## config.mk

```make
export PLATFORM = sky130hd
export DESIGN_NAME = indexed_insert_remove_list
export DESIGN_NICKNAME = d
export VERILOG_FILES = /design/src/rtl/core/iirl_pkg.sv /design/src/rtl/core/iirl_cell.sv /design/src/rtl/core/indexed_insert_remove_list.sv
export SDC_FILE = /design/constraint.sdc
export NUM_CORES = 1
export LEC_CHECK = 0
export BUFFER_PORTS_ARGS = -buffer_cell sky130_fd_sc_hd__buf_2
export CAP_MARGIN = 15
export CORE_MARGIN = 2
export CORE_UTILIZATION = 45
export CTS_CLUSTER_SIZE = 30
export DETAILED_ROUTE_END_ITERATION = 16
export HOLD_SLACK_MARGIN = 0.02
export SYNTH_ARGS = -nofsm -noshare
export SYNTH_HDL_FRONTEND = slang
export SYNTH_SLANG_ARGS = --single-unit
```

## constraint.sdc

```tcl
create_clock -name aclk -period 7.8 [get_ports aclk]
set_input_delay 0.78 -clock aclk [delete_from_list [all_inputs] [get_ports aclk]]
set_output_delay 0.78 -clock aclk [all_outputs]
set_load 0.005 [all_outputs]
```

## src/rtl/core/iirl_pkg.sv

```systemverilog
// ---------------------------------------------------------------------------
// iirl_pkg
// Shared types and constants for the indexed insert/remove list.
// ---------------------------------------------------------------------------
package iirl_pkg;

    localparam int CAPACITY   = 16;
    localparam int ELEM_WIDTH = 32;

    localparam int KIND_W  = 2;
    localparam int POS_W   = 5;
    localparam int VAL_W   = 32;
    localparam int CNT_W   = 5;
    localparam int STAT_W  = 2;

    localparam int LIST_CNT_W = $clog2(CAPACITY + 1);
    localparam int CMP_W      = ((LIST_CNT_W > POS_W) ? LIST_CNT_W : POS_W) + 1;

    localparam int S_TDATA_W = ((POS_W + VAL_W + 7) / 8) * 8;
    localparam int M_TDATA_W = ((VAL_W + CNT_W + 7) / 8) * 8;

    typedef enum logic [KIND_W-1:0] {
        KIND_INSERT = 2'd0,
        KIND_REMOVE = 2'd1,
        KIND_READ   = 2'd2,
        KIND_CLEAR  = 2'd3
    } kind_t;

    typedef enum logic [STAT_W-1:0] {
        ST_OK    = 2'd0,
        ST_RANGE = 2'd1,
        ST_FULL  = 2'd2
    } status_t;

    typedef struct packed {
        logic                  ins_en;
        logic                  rem_en;
        logic [CMP_W-1:0]      pos;
        logic [CMP_W-1:0]      count;
        logic [ELEM_WIDTH-1:0] value;
    } cell_cmd_t;

endpackage

```

## src/rtl/core/iirl_cell.sv

```systemverilog
// ---------------------------------------------------------------------------
// iirl_cell
// One list slot: holds an element and loads the new value or a neighbor's.
// ---------------------------------------------------------------------------
module iirl_cell
    import iirl_pkg::*;
(
    input  logic                  aclk,
    input  cell_cmd_t             cmd,
    input  logic [CMP_W-1:0]      cell_index,
    input  logic [ELEM_WIDTH-1:0] left_data,
    input  logic [ELEM_WIDTH-1:0] right_data,
    output logic [ELEM_WIDTH-1:0] cell_data,
    output logic                  pos_hit
);

    logic [ELEM_WIDTH-1:0] cell_data_reg;
    logic [ELEM_WIDTH-1:0] cell_data_next;
    logic [CMP_W-1:0]      index_plus_one;

    assign index_plus_one = CMP_W'(cell_index + CMP_W'(1));
    assign pos_hit        = (cell_index == cmd.pos);

    always_comb begin
        cell_data_next = cell_data_reg;
        if (cmd.ins_en) begin
            if (pos_hit) begin
                cell_data_next = cmd.value;
            end else if ((cell_index > cmd.pos) && (cell_index <= cmd.count)) begin
                cell_data_next = left_data;
            end
        end else if (cmd.rem_en) begin
            if ((cell_index >= cmd.pos) && (index_plus_one < cmd.count)) begin
                cell_data_next = right_data;
            end
        end
    end

    always_ff @(posedge aclk) begin
        cell_data_reg <= cell_data_next;
    end

    assign cell_data = cell_data_reg;

endmodule

```

## src/rtl/core/indexed_insert_remove_list.sv

```systemverilog
// ---------------------------------------------------------------------------
// indexed_insert_remove_list
// Fixed-capacity ordered list built as a row of shifting cells.
// ---------------------------------------------------------------------------
//  Channel   Direction  Word contents
//  s_        in         tuser: kind; tdata: position, item_value
//  m_        out        tdata: read_value, element_count; tuser: status
//
// All cells shift in parallel on the accepting edge, and the result word is
// registered, so one word a cycle is sustained while m_tready stays high.
// The input is ready whenever the result register is empty or being drained.
// Reset clears the element count and the result valid; the cells hold
// undefined data until written.
module indexed_insert_remove_list
    import iirl_pkg::*;
(
    input  logic                 aclk,
    input  logic                 aresetn,
    input  logic                 s_tvalid,
    output logic                 s_tready,
    input  logic [S_TDATA_W-1:0] s_tdata,  // position, item_value, zero fill
    input  logic [KIND_W-1:0]    s_tuser,  // kind
    output logic                 m_tvalid,
    input  logic                 m_tready,
    output logic [M_TDATA_W-1:0] m_tdata,  // read_value, element_count, zero fill
    output logic [STAT_W-1:0]    m_tuser   // status
);

    kind_t                 kind;
    logic [POS_W-1:0]      position;
    logic [VAL_W-1:0]      item_value;
    logic                  accept;

    logic [LIST_CNT_W-1:0] count_reg;
    logic [LIST_CNT_W-1:0] count_next;
    logic                  m_valid_reg;
    logic                  m_valid_next;
    logic [VAL_W-1:0]      rd_reg;
    logic [VAL_W-1:0]      rd_next;
    logic [CNT_W-1:0]      cnt_out_reg;
    logic [CNT_W-1:0]      cnt_out_next;
    status_t               status_reg;
    status_t               status_next;

    logic [CMP_W-1:0]      pos_ext;
    logic [CMP_W-1:0]      count_ext;
    logic                  is_full;
    cell_cmd_t             cmd;

    logic [ELEM_WIDTH-1:0] cell_data [CAPACITY];
    logic [CAPACITY-1:0]   pos_hit;
    logic [ELEM_WIDTH-1:0] read_mux;

    assign kind       = kind_t'(s_tuser);
    assign position   = s_tdata[POS_W-1:0];
    assign item_value = s_tdata[POS_W+VAL_W-1:POS_W];

    assign s_tready = !m_valid_reg || m_tready;
    assign accept   = s_tvalid && s_tready;

    assign pos_ext   = CMP_W'(position);
    assign count_ext = CMP_W'(count_reg);
    assign is_full   = (count_ext == CMP_W'(CAPACITY));

    always_comb begin
        read_mux = '0;
        for (int i = 0; i < CAPACITY; i++) begin
            if (pos_hit[i]) begin
                read_mux = read_mux | cell_data[i];
            end
        end
    end

    always_comb begin
        count_next  = count_reg;
        status_next = ST_OK;
        rd_next     = '0;
        cmd.ins_en  = 1'b0;
        cmd.rem_en  = 1'b0;
        cmd.pos     = pos_ext;
        cmd.count   = count_ext;
        cmd.value   = ELEM_WIDTH'(item_value);
        unique case (kind)
            KIND_INSERT: begin
                if (is_full) begin
                    status_next = ST_FULL;
                end else if (pos_ext > count_ext) begin
                    status_next = ST_RANGE;
                end else begin
                    cmd.ins_en = accept;
                    count_next = LIST_CNT_W'(count_reg + LIST_CNT_W'(1));
                end
            end
            KIND_REMOVE: begin
                if (pos_ext >= count_ext) begin
                    status_next = ST_RANGE;
                end else begin
                    cmd.rem_en = accept;
                    count_next = LIST_CNT_W'(count_reg - LIST_CNT_W'(1));
                end
            end
            KIND_READ: begin
                if (pos_ext >= count_ext) begin
                    status_next = ST_RANGE;
                end else begin
                    rd_next = VAL_W'(read_mux);
                end
            end
            KIND_CLEAR: begin
                count_next = '0;
            end
            default: begin
                count_next = count_reg;
            end
        endcase
        cnt_out_next = CNT_W'(count_next);
    end

    assign m_valid_next = accept ? 1'b1 : (m_valid_reg && !m_tready);

    genvar g;
    generate
        for (g = 0; g < CAPACITY; g++) begin : g_cell
            logic [ELEM_WIDTH-1:0] left_d;
            logic [ELEM_WIDTH-1:0] right_d;
            if (g == 0) begin : g_first
                assign left_d = '0;
            end else begin : g_left
                assign left_d = cell_data[g-1];
            end
            if (g == CAPACITY - 1) begin : g_last
                assign right_d = '0;
            end else begin : g_right
                assign right_d = cell_data[g+1];
            end
            iirl_cell u_cell (
                .aclk       (aclk),
                .cmd        (cmd),
                .cell_index (CMP_W'(g)),
                .left_data  (left_d),
                .right_data (right_d),
                .cell_data  (cell_data[g]),
                .pos_hit    (pos_hit[g])
            );
        end
    endgenerate

    always_ff @(posedge aclk) begin
        if (!aresetn) begin
            count_reg   <= '0;
            m_valid_reg <= 1'b0;
        end else begin
            m_valid_reg <= m_valid_next;
            if (accept) begin
                count_reg <= count_next;
            end
        end
    end

    always_ff @(posedge aclk) begin
        if (accept) begin
            rd_reg      <= rd_next;
            cnt_out_reg <= cnt_out_next;
            status_reg  <= status_next;
        end
    end

    assign m_tvalid = m_valid_reg;
    assign m_tdata  = M_TDATA_W'({cnt_out_reg, rd_reg});
    assign m_tuser  = status_reg;

endmodule
```

Word-level counts from Yosys, hierarchy flattened
Cells that the tools add are included.
{"block": "op_classes", "addsub": 2, "n_lt_le_gt_ge": 66, "n_eq_ne": 35, "mux": 110, "bitwise_logic": 16, "n_reduce_logical": 74}
{"cell": "$mux 32", "count": 96}
{"cell": "$or 32x32->32", "count": 15}
{"cell": "$ne 3x1->1 const B", "count": 16}
{"cell": "$reduce_and 3->1", "count": 16}
{"cell": "$eq 4x5->1 const A", "count": 8}
{"cell": "$ge 4x5->1 const A", "count": 8}
{"cell": "$gt 4x5->1 const A", "count": 8}
{"cell": "$le 4x5->1 const A", "count": 8}
{"cell": "$lt 4x5->1 const A", "count": 8}
{"cell": "$logic_and 1x1->1", "count": 34}
{"cell": "$reduce_bool 2->1", "count": 17}
{"cell": "$eq 3x5->1 const A", "count": 4}
{"cell": "$ge 3x5->1 const A", "count": 4}
{"cell": "$gt 3x5->1 const A", "count": 4}
{"cell": "$le 3x5->1 const A", "count": 4}
{"cell": "$lt 3x5->1 const A", "count": 4}
{"cell": "$mux 5", "count": 3}
{"cell": "$pmux 5 s3", "count": 1}
{"cell": "$eq 2x5->1 const A", "count": 2}
{"cell": "$ge 1x5->1 const A", "count": 2}
{"cell": "$ge 2x5->1 const A", "count": 2}
{"cell": "$gt 1x5->1 const A", "count": 2}
{"cell": "$gt 2x5->1 const A", "count": 2}
{"cell": "$le 1x5->1 const A", "count": 2}
{"cell": "21 further kinds", "count": 33}
{"block": "word_totals", "ff_bits": 557, "input_bits": 46, "output_inout_bits": 44, "elab_cells": 324}

Longest topological paths before layout
Gate-level depths: netlist (run 1).
{"block": "logic_depth", "ltp_word": 32, "depth_mapped": 11, "mapped_depth_nobuf": 7}

Cells and area by module
From an unflattened synthesis (run 1), not the netlist that was laid out.
{"block": "hier_totals", "cells_unflattened": 3829, "area_unflattened_um2": 40040.9}
{"mod": "iirl_cell at g_cell[0].u_cell ...", "instances": 13, "cells_per_inst": 206, "area_per_inst_um2": 2198.4, "seq_area_each_um2": 960.9}
{"mod": "indexed_insert_remove_list", "instances": 1, "cells_per_inst": 537, "area_per_inst_um2": 4918.5, "seq_area_each_um2": 1291.2}
{"mod": "iirl_cell at g_cell[8].u_cell ...", "instances": 2, "cells_per_inst": 205, "area_per_inst_um2": 2190.9, "seq_area_each_um2": 960.9}
{"mod": "iirl_cell at g_cell[15].u_cell", "instances": 1, "cells_per_inst": 204, "area_per_inst_um2": 2162.1, "seq_area_each_um2": 960.9}

Worst setup path after synthesis (run 1)
Ideal clock, no wire load.
{"block": "synth_path", "path_type": "input port to flip-flop", "startpoint": "input s_tdata[0]", "endpoint": "register g_cell[9].u_cell.cell_data_reg[0], enable pin", "setup_time_ns": 0.595, "arrival_time_ns": 7.354, "t_required_ns": 7.205, "setup_slack_ns": -0.149, "cell_stages": 9, "path_buffers": 3, "path_cell_list": "buf_2 > inv_1 > ha_1 > inv_1 > or2_2 > clkbuf_1 > a211o_1 > buf_2 > a2111oi_0"}
{"block": "synth_between", "elab_chain_cells": 6, "elab_cells_between_ends": 16, "cone_classes": "order compare: 4; eq/ne: 2; mux: 5; reduce/logical: 5"}
{"element": "from (decl)", "line_no": "indexed_insert_remove_list.sv:21", "text": "input logic [S_TDATA_W-1:0] s_tdata,"}
{"element": "$gt 5x5->1", "line_no": "indexed_insert_remove_list.sv:87", "text": "end else if (pos_ext > count_ext) begin"}
{"element": "$mux 1", "line_no": "indexed_insert_remove_list.sv:87"}
{"element": "$mux 1", "line_no": "indexed_insert_remove_list.sv:85", "text": "if (is_full) begin"}
{"element": "$mux 1", "line_no": "indexed_insert_remove_list.sv:83", "text": "unique case (kind)"}
{"element": "$ne 3x1->1 (no line) or $reduce_bool 2->1 (tied branches)"}
{"element": "$reduce_and 3->1 (no line) (*)"}
{"element": "to (signal assigned)", "line_no": "iirl_cell.sv:40", "text": "cell_data_reg <= cell_data_next;"}
{"element": "to (decl)", "line_no": "iirl_cell.sv:17", "text": "logic [ELEM_WIDTH-1:0] cell_data_reg;"}
Mark *: on every way between the ends. The rest lies on a longest branch, timed or not.
A chain may end at the register's enable or synchronous reset.

Worst setup path after layout (run 1)
{"block": "layout_path", "startpoint": "register count_reg[4]", "endpoint": "register g_cell[14].u_cell.cell_data_reg[21], enable pin"}
{"block": "layout_between", "elab_chain_cells": 6, "elab_cells_between_ends": 16, "cone_classes": "order compare: 4; eq/ne: 2; mux: 5; reduce/logical: 5"}
{"element": "from (decl)", "line_no": "indexed_insert_remove_list.sv:34", "text": "logic [LIST_CNT_W-1:0] count_reg;"}
{"element": "from (signal assigned)", "line_no": "indexed_insert_remove_list.sv:155", "text": "count_reg <= count_next;"}
{"element": "$gt 5x5->1", "line_no": "indexed_insert_remove_list.sv:87"}
{"element": "$mux 1", "line_no": "indexed_insert_remove_list.sv:87"}
{"element": "$mux 1", "line_no": "indexed_insert_remove_list.sv:85"}
{"element": "$mux 1", "line_no": "indexed_insert_remove_list.sv:83"}
{"element": "$ne 3x1->1 (no line) or $reduce_bool 2->1 (tied branches)"}
{"element": "$reduce_and 3->1 (no line) (*)"}
{"element": "to (signal assigned)", "line_no": "iirl_cell.sv:40"}
{"element": "to (decl)", "line_no": "iirl_cell.sv:17"}
Marked as above.

==> results of run 1 <==
## worst max-delay path, delay by kind of cell (launching register included)
family,cells,cell delay (ns)
AOI/OAI and AO/OA,5,2.41
buffers and inverters,3,1.62
DFF,1,0.74
adders and majority gates,1,0.39
## path summary, 6_finish.rpt
check | startpoint | to | slack (ns) | cells past startpoint
max | count_reg[4] | g_cell[14].u_cell.cell_data[21] | 2.21 | 9
min | s_tvalid | m_tvalid | 0.40 | 3
max reg2reg | count_reg[4] | g_cell[14].u_cell.cell_data[21] | 2.21 | 9
min reg2reg | m_tvalid | m_tvalid | 0.54 | 2
## synthesized netlist by cell type (2+ instances only)
cell type / number / area share (%)
a2111oi_0: 4 / 0.11
a211o_1: 3 / 0.085
a211oi_1: 3 / 0.073
a21boi_0: 2 / 0.048
a21o_1: 2 / 0.048
a21oi_1: 51 / 0.82
a221oi_1: 65 / 1.8
a22o_1: 64 / 1.8
a22oi_1: 129 / 3.1
a311oi_1: 2 / 0.057
a31o_2: 2 / 0.057
a31oi_1: 484 / 9.8
and2_0: 2 / 0.040
and2_1: 17 / 0.34
and3_1: 9 / 0.18
and4_1: 31 / 0.88
buf_1: 7 / 0.085
buf_2: 138 / 2.2
buf_4: 34 / 0.82
clkbuf_1: 175 / 2.1
dfxtp_1: 6 / 0.39
edfxtp_1: 551 / 53
ha_1: 15 / 0.61
inv_1: 12 / 0.15
nand2_1: 1066 / 13
nand3_1: 38 / 0.61
nor2_1: 459 / 5.6
nor2b_1: 3 / 0.061
nor3_1: 10 / 0.16
nor3b_1: 2 / 0.048
nor4_1: 3 / 0.061
o2111a_1: 2 / 0.073
o2111ai_1: 2 / 0.057
o211a_1: 2 / 0.065
o211ai_1: 2 / 0.048
o21a_1: 3 / 0.073
o21ai_0: 23 / 0.37
o221ai_1: 3 / 0.085
o22ai_1: 2 / 0.040
o31ai_1: 4 / 0.097
or2_2: 2 / 0.040
## kinds of logic after synthesis
group | after synthesis | synth area share, %
flip-flops | 557 | 53.8
other | 1 | 0.0121
AND/OR/NAND/NOR | 1648 | 21.1
adder cells (fa/ha/maj) | 15 | 0.605
multiplexers | 1 | 0.0323
buffers and inverters | 367 | 5.44
AO/OA/AOI/OAI | 865 | 19.1
## power by group
part	total, mW	internal (mW)	leakage, nW	switching (mW)
Clock	2.92	1.66	0.941	1.26
Combinational	0.392	0.106	5.47	0.286
Sequential	3.30	3.29	5.10	0.0151
## metal layers
layer / track usage [%] / vias to the layer above / routed length [µm]
met2: 47.6 / 2164 / 50200
met3: 6.93 / 394 / 15600
li1: - / 12200 / -
met1: 44.8 / 13500 / 44500
met4: 15.0 / 8 / 5950
met5: 0 / - / 50
## per-stage QoR
step / hold WS [ns] / cells
floorplan: 0.525 / 3456
global placement: 0.508 / 4129
detailed placement: 0.535 / 4129
CTS: 0.374 / 4243
global route: 0.393 / 4244
finish: 0.397 / 4246
## final cells by class
class                           count  area (µm²)  share of cell area (%)
Clock buffer                       82        1670                    4.96
Tap cell                          882        1100                    3.29
Clock inverter                     32         288                   0.857
Multi-Input combinational cell   2532       12900                    38.4
Antenna cell                        3        7.51                  0.0223
Sequential cell                   557       16700                    49.6
Inverter                           12        45.0                   0.134
Timing Repair Buffer              146         926                    2.76
==> summary.md, run 1 <==
| Metric | Value |
|---|---|
| GRT Util Overall | 32.1% |
| Crit path arrival time | 5.89 ns |
| Power Density | 197 nW/µm² |
| Peak supply drop | 200 µV |
| Post-CTS Resized | 0 |
| Fraction of layout cells with a size suffix above 1 | 8.60% |
| Die footprint | 71000 µm² |
| DR pass1 iterations | 7 |
| Crit path kind | register to register |
| Vias per cell | 6.67 |
| Final setup viols | 0 |
| Slowest library cell on the worst path | a21oi_4 |
| Vias in the first global route | 26100 |
| Post-route worst setup slack | 2.21 ns |
| Achievable frequency | 0.179 GHz |
| CP max stage delay | 0.91 ns |
| Remaining DRCs | 0 |
| Max_cap viols | 0 |
| Max-slew headroom | 12.2% |
| Final Cell Area | 33600 µm² |
| Total power | 6.61 mW |
| Number of synthesized register bits | 557 |
| Leak Pwr | 11.5 nW |
| Critical Path RT | 8.10 ns |
| Startpoint types | register |
| Max-slew violations | 0 |
| Hold Crit Class | input port to register |
| Rows | 96 |
| Clock transition at path regs | 0.06 ns |
| CTS max path bufs | 3 |
| First-pass GRT wire length | 170000 µm |
| Total Routed Length | 116000 µm |
| H-tree levels | 2 |
| Hold Violations, Final | 0 |
| Async SR Flop Fraction | 0% |
| Netlist cell types | 61 |
| Gr ovfl total | 0 |
| I/O Pins | 90 |
| Worst-path maximum fanout | 104 |
| Global placer's final weighted congestion | 0.878 |
| Post-synth top flop | edfxtp_1 |
| DRT iter0 DRCs | 4448 |
| CTS Root Cell | clkbuf_16 |
| Vias after detailed routing | 28300 |
| Placed inst area | 31600 µm² |
| Final Util | 49.2% |
| Status | finished, final reports clean |
| TNS Setup | 0 ns |
| CTS Hold Bufs | 0 |
| Seq/Total Area, Yosys | 53.8% |
| Cts bufs inserted | 61 |
| Antenna viol nets, final | 0 |
| Clock Skews | 0.0139 ns |
| Worst-Margin Slew | 1.32 ns |
| Core area | 68300 µm² |
| Post-CTS Setup Inserts | 0 |
| Synth warnings | 0 |
| Min cycle time layout | 5.59 ns |
| CP endpoint kind | register |
| DP Worst Slack | 2.31 ns |
| Syn Inst Count | 3454 |
| Commonest non-fill, non-tap cell in the layout | nand2_1 |
| CTS tree | done |
| Die Ht | 266 µm |
| Max reg flops | 512 |
| Starting Density | 45.4% |
| Tcrit/Tclk final | 71.7% |
| Number of synthesized flops with an enable pin | 551 |
| Hpwl dp | 60000 µm |
| Die width | 266 µm |
| Most frequent cells in the layout | nand2_1 (1050), edfxtp_1 (551), a31oi_1 (484), nor2_1 (458), a22oi_1 (127) |
| Clk_lat worst skew | 0.65 ns |
| Cell area after synthesis | 31000 µm² |
| Filler cell count | 6263 |
| Unrepaired setup endpoints after global routing | false |
| I/O Buffers | 83 |
| Initial antenna violation count | 7 |
| Number of nets in the layout | 3371 |
| Synthesized area per cell | 8.98 µm² |
| Sink Count | 557 |
| WL/cell | 27.4 µm |
| CP cell instances | inv_1, ha_1, a21oi_1, o221ai_1, a211oi_4, buf_4, a21oi_1, a21oi_4, buf_4 |
| Largest net degree at the start of global routing | 291 |
| Area Growth Syn to Fin | 8.35% |
No activity file was read; power rests on OpenSTA's default activity.
==> run 2, diff against run 1 <==
==> constraint.sdc (replaced) <==
create_clock -name aclk -period 5.7 [get_ports aclk]
set_input_delay 0.57 -clock aclk [delete_from_list [all_inputs] [get_ports aclk]]
set_output_delay 0.57 -clock aclk [all_outputs]
set_load 0.005 [all_outputs]
==> summary.md, run 2 (same netlist as run 1, synthesis figures left out) <==
| Metric | Value |
|---|---|
| Critical Path RT | 5.97 ns (-2.13 ns) |
| Rows | 96 (unchanged) |
| Status | finished, final reports clean |
| Core area | 68300 µm² (unchanged) |
| Remaining DRCs | 0 (unchanged) |
| Final setup viols | 0 (unchanged) |
| I/O Buffers | 83 (unchanged) |
| CP endpoint kind | register |
| Slowest library cell on the worst path | dfxtp_1 |
| Post-CTS Resized | 0 (unchanged) |
| I/O Pins | 90 (unchanged) |
| Antenna viol nets, final | 0 (unchanged) |
| Hold Violations, Final | 0 (unchanged) |
| Crit path kind | register to register |
| Power Density | 269 nW/µm² (+37%) |
| Area Growth Syn to Fin | 9.19% |
| TNS Setup | 0 ns (unchanged) |
| First-pass GRT wire length | 168000 µm (-0.85%) |
| Leak Pwr | 11.7 nW (+1.3%) |
| Min cycle time layout | 4.69 ns (-0.899 ns) |
| DP Worst Slack | 1.27 ns (-1.05 ns) |
| Hpwl dp | 61700 µm (+2.8%) |
| Max_cap viols | 0 (unchanged) |
| CTS max path bufs | 3 (unchanged) |
| Post-CTS Setup Inserts | 0 (unchanged) |
| Max reg flops | 512 (unchanged) |
| Largest net degree at the start of global routing | 278 (-4.5%) |
| Hold Crit Class | input port to register |
| Die footprint | 71000 µm² (unchanged) |
| CTS tree | done |
| Startpoint types | register |
| Gr ovfl total | 0 (unchanged) |
| Crit path arrival time | 4.97 ns (-0.92 ns) |
| Peak supply drop | 203 µV (+1.4%) |
| Sink Count | 557 (unchanged) |
| CP top delay family | compound AO/OA/AOI/OAI gates |
| Worst-Margin Slew | 1.25 ns (-0.0629 ns) |
| Initial antenna violation count | 1 (-6) |
| Worst-path maximum fanout | 277 (+170%) |
| Total Routed Length | 115000 µm (-1.2%) |
| GRT Util Overall | 31.6% (-0.48 points) |
| WP buf/inv | 3 (unchanged) |
| Clk_lat worst skew | 0.61 ns (-0.04 ns) |
| Die width | 266 µm (unchanged) |
| Post-route worst setup slack | 1.01 ns (-1.20 ns) |
| Die Ht | 266 µm (unchanged) |
| Starting Density | 45.4% (unchanged) |
| Cell mode on critical path | buf_12 |
| Vias after detailed routing | 28200 (-0.32%) |
| Cts bufs inserted | 66 (+8.2%) |
| CP cell instances | inv_1, ha_1, a21oi_1, o221ai_1, a211oi_4, buf_12, buf_12, a31oi_1 |
| CTS Hold Bufs | 0 (unchanged) |
| Clock Skews | 0.0251 ns (+0.0113 ns) |
| Global placer's final weighted congestion | 0.866 (-1.3%) |
| Achievable frequency | 0.213 GHz (+19%) |
| Vias per cell | 6.63 (-0.56%) |
| DRT iter0 DRCs | 3789 (-15%) |
| Clock transition at path regs | 0.06 ns (about the same) |
| Vias in the first global route | 26100 (+0.22%) |
| Fraction of layout cells with a size suffix above 1 | 8.98% (+0.38 points) |
| Most frequent cells in the layout | nand2_1 (1050), edfxtp_1 (551), a31oi_1 (484), nor2_1 (458), a22oi_1 (127) |
| H-tree levels | 3 (+1) |
| Unrepaired setup endpoints after global routing | false |
| Number of nets in the layout | 3388 (+0.50%) |
| CTS Root Cell | clkbuf_16 |
| CP max stage delay | 0.72 ns (-0.19 ns) |
| Commonest non-fill, non-tap cell in the layout | nand2_1 |
| Max-slew headroom | 16.4% (+4.2 points) |
| Max-slew violations | 0 (unchanged) |
| Tcrit/Tclk final | 82.4% (+11 points) |
| DR pass1 iterations | 6 (-1) |
| WL/cell | 27.0 µm (-1.4%) |
-- run 2: cell type report --
type                            instances  area (µm²)
Clock inverter                         35         219
Tap cell                              882        1100
Antenna cell                            1        2.50
Timing Repair Buffer                  158        1130
Multi-Input combinational cell       2532       12900
Sequential cell                       557       16700
Fill cell                            6289       34500
Inverter                               12        45.0
Clock buffer                           79        1760
-- run 2: metrics by stage --
step	util, %	cell area, µm²	std cells	total power [mW]	hold slack [ns]
final	49.5	33900	4256	9.11	0.238
after global routing	49.5	33800	4255	9.35	0.242
after CTS	49.5	33800	4255	9.14	0.214
after detailed placement	46.6	31900	4141	5.13	0.528
after global placement	46.6	31900	4141	5.12	0.514
after floorplan	-	31000	3456	4.96	0.525
-- run 2: power breakdown --
group | internal, mW | switching, mW | leakage (nW) | total, mW
combinational | 0.147 | 0.391 | 5.58 | 0.538
clock | 2.29 | 1.76 | 0.981 | 4.05
sequential | 4.50 | 0.0203 | 5.10 | 4.52
-- run 2: worst register-to-register path: cells and delay by family (launching register included) --
kind | cells | cell delay (ns)
AO/OA/AOI/OAI | 4 | 1.97
adder cells (fa/ha/maj) | 1 | 0.40
buffers and inverters | 3 | 1.27
flip-flops | 1 | 0.72
-- run 2: routing by layer --
layer | part of all wire (%) | routed length [µm] | track usage [%] | up-vias
met5 | 0.0096 | 11 | 0 | -
met4 | 4.3 | 4900 | 12.4 | 2
li1 | - | - | - | 12300
met1 | 39 | 44700 | 43.6 | 13600
met3 | 13 | 14900 | 6.81 | 358
met2 | 44 | 50400 | 48.6 | 2034
-- run 2: final timing paths --
path / slack (ns) / cells after the start / end / start
setup / recovery: 1.01 / 8 / g_cell[5].u_cell.cell_data[17] / count_reg[4]
hold / removal: 0.24 / 3 / m_tvalid / s_tvalid
setup reg to reg: 1.01 / 8 / g_cell[5].u_cell.cell_data[17] / count_reg[4]
hold reg to reg: 0.53 / 2 / m_tvalid / m_tvalid
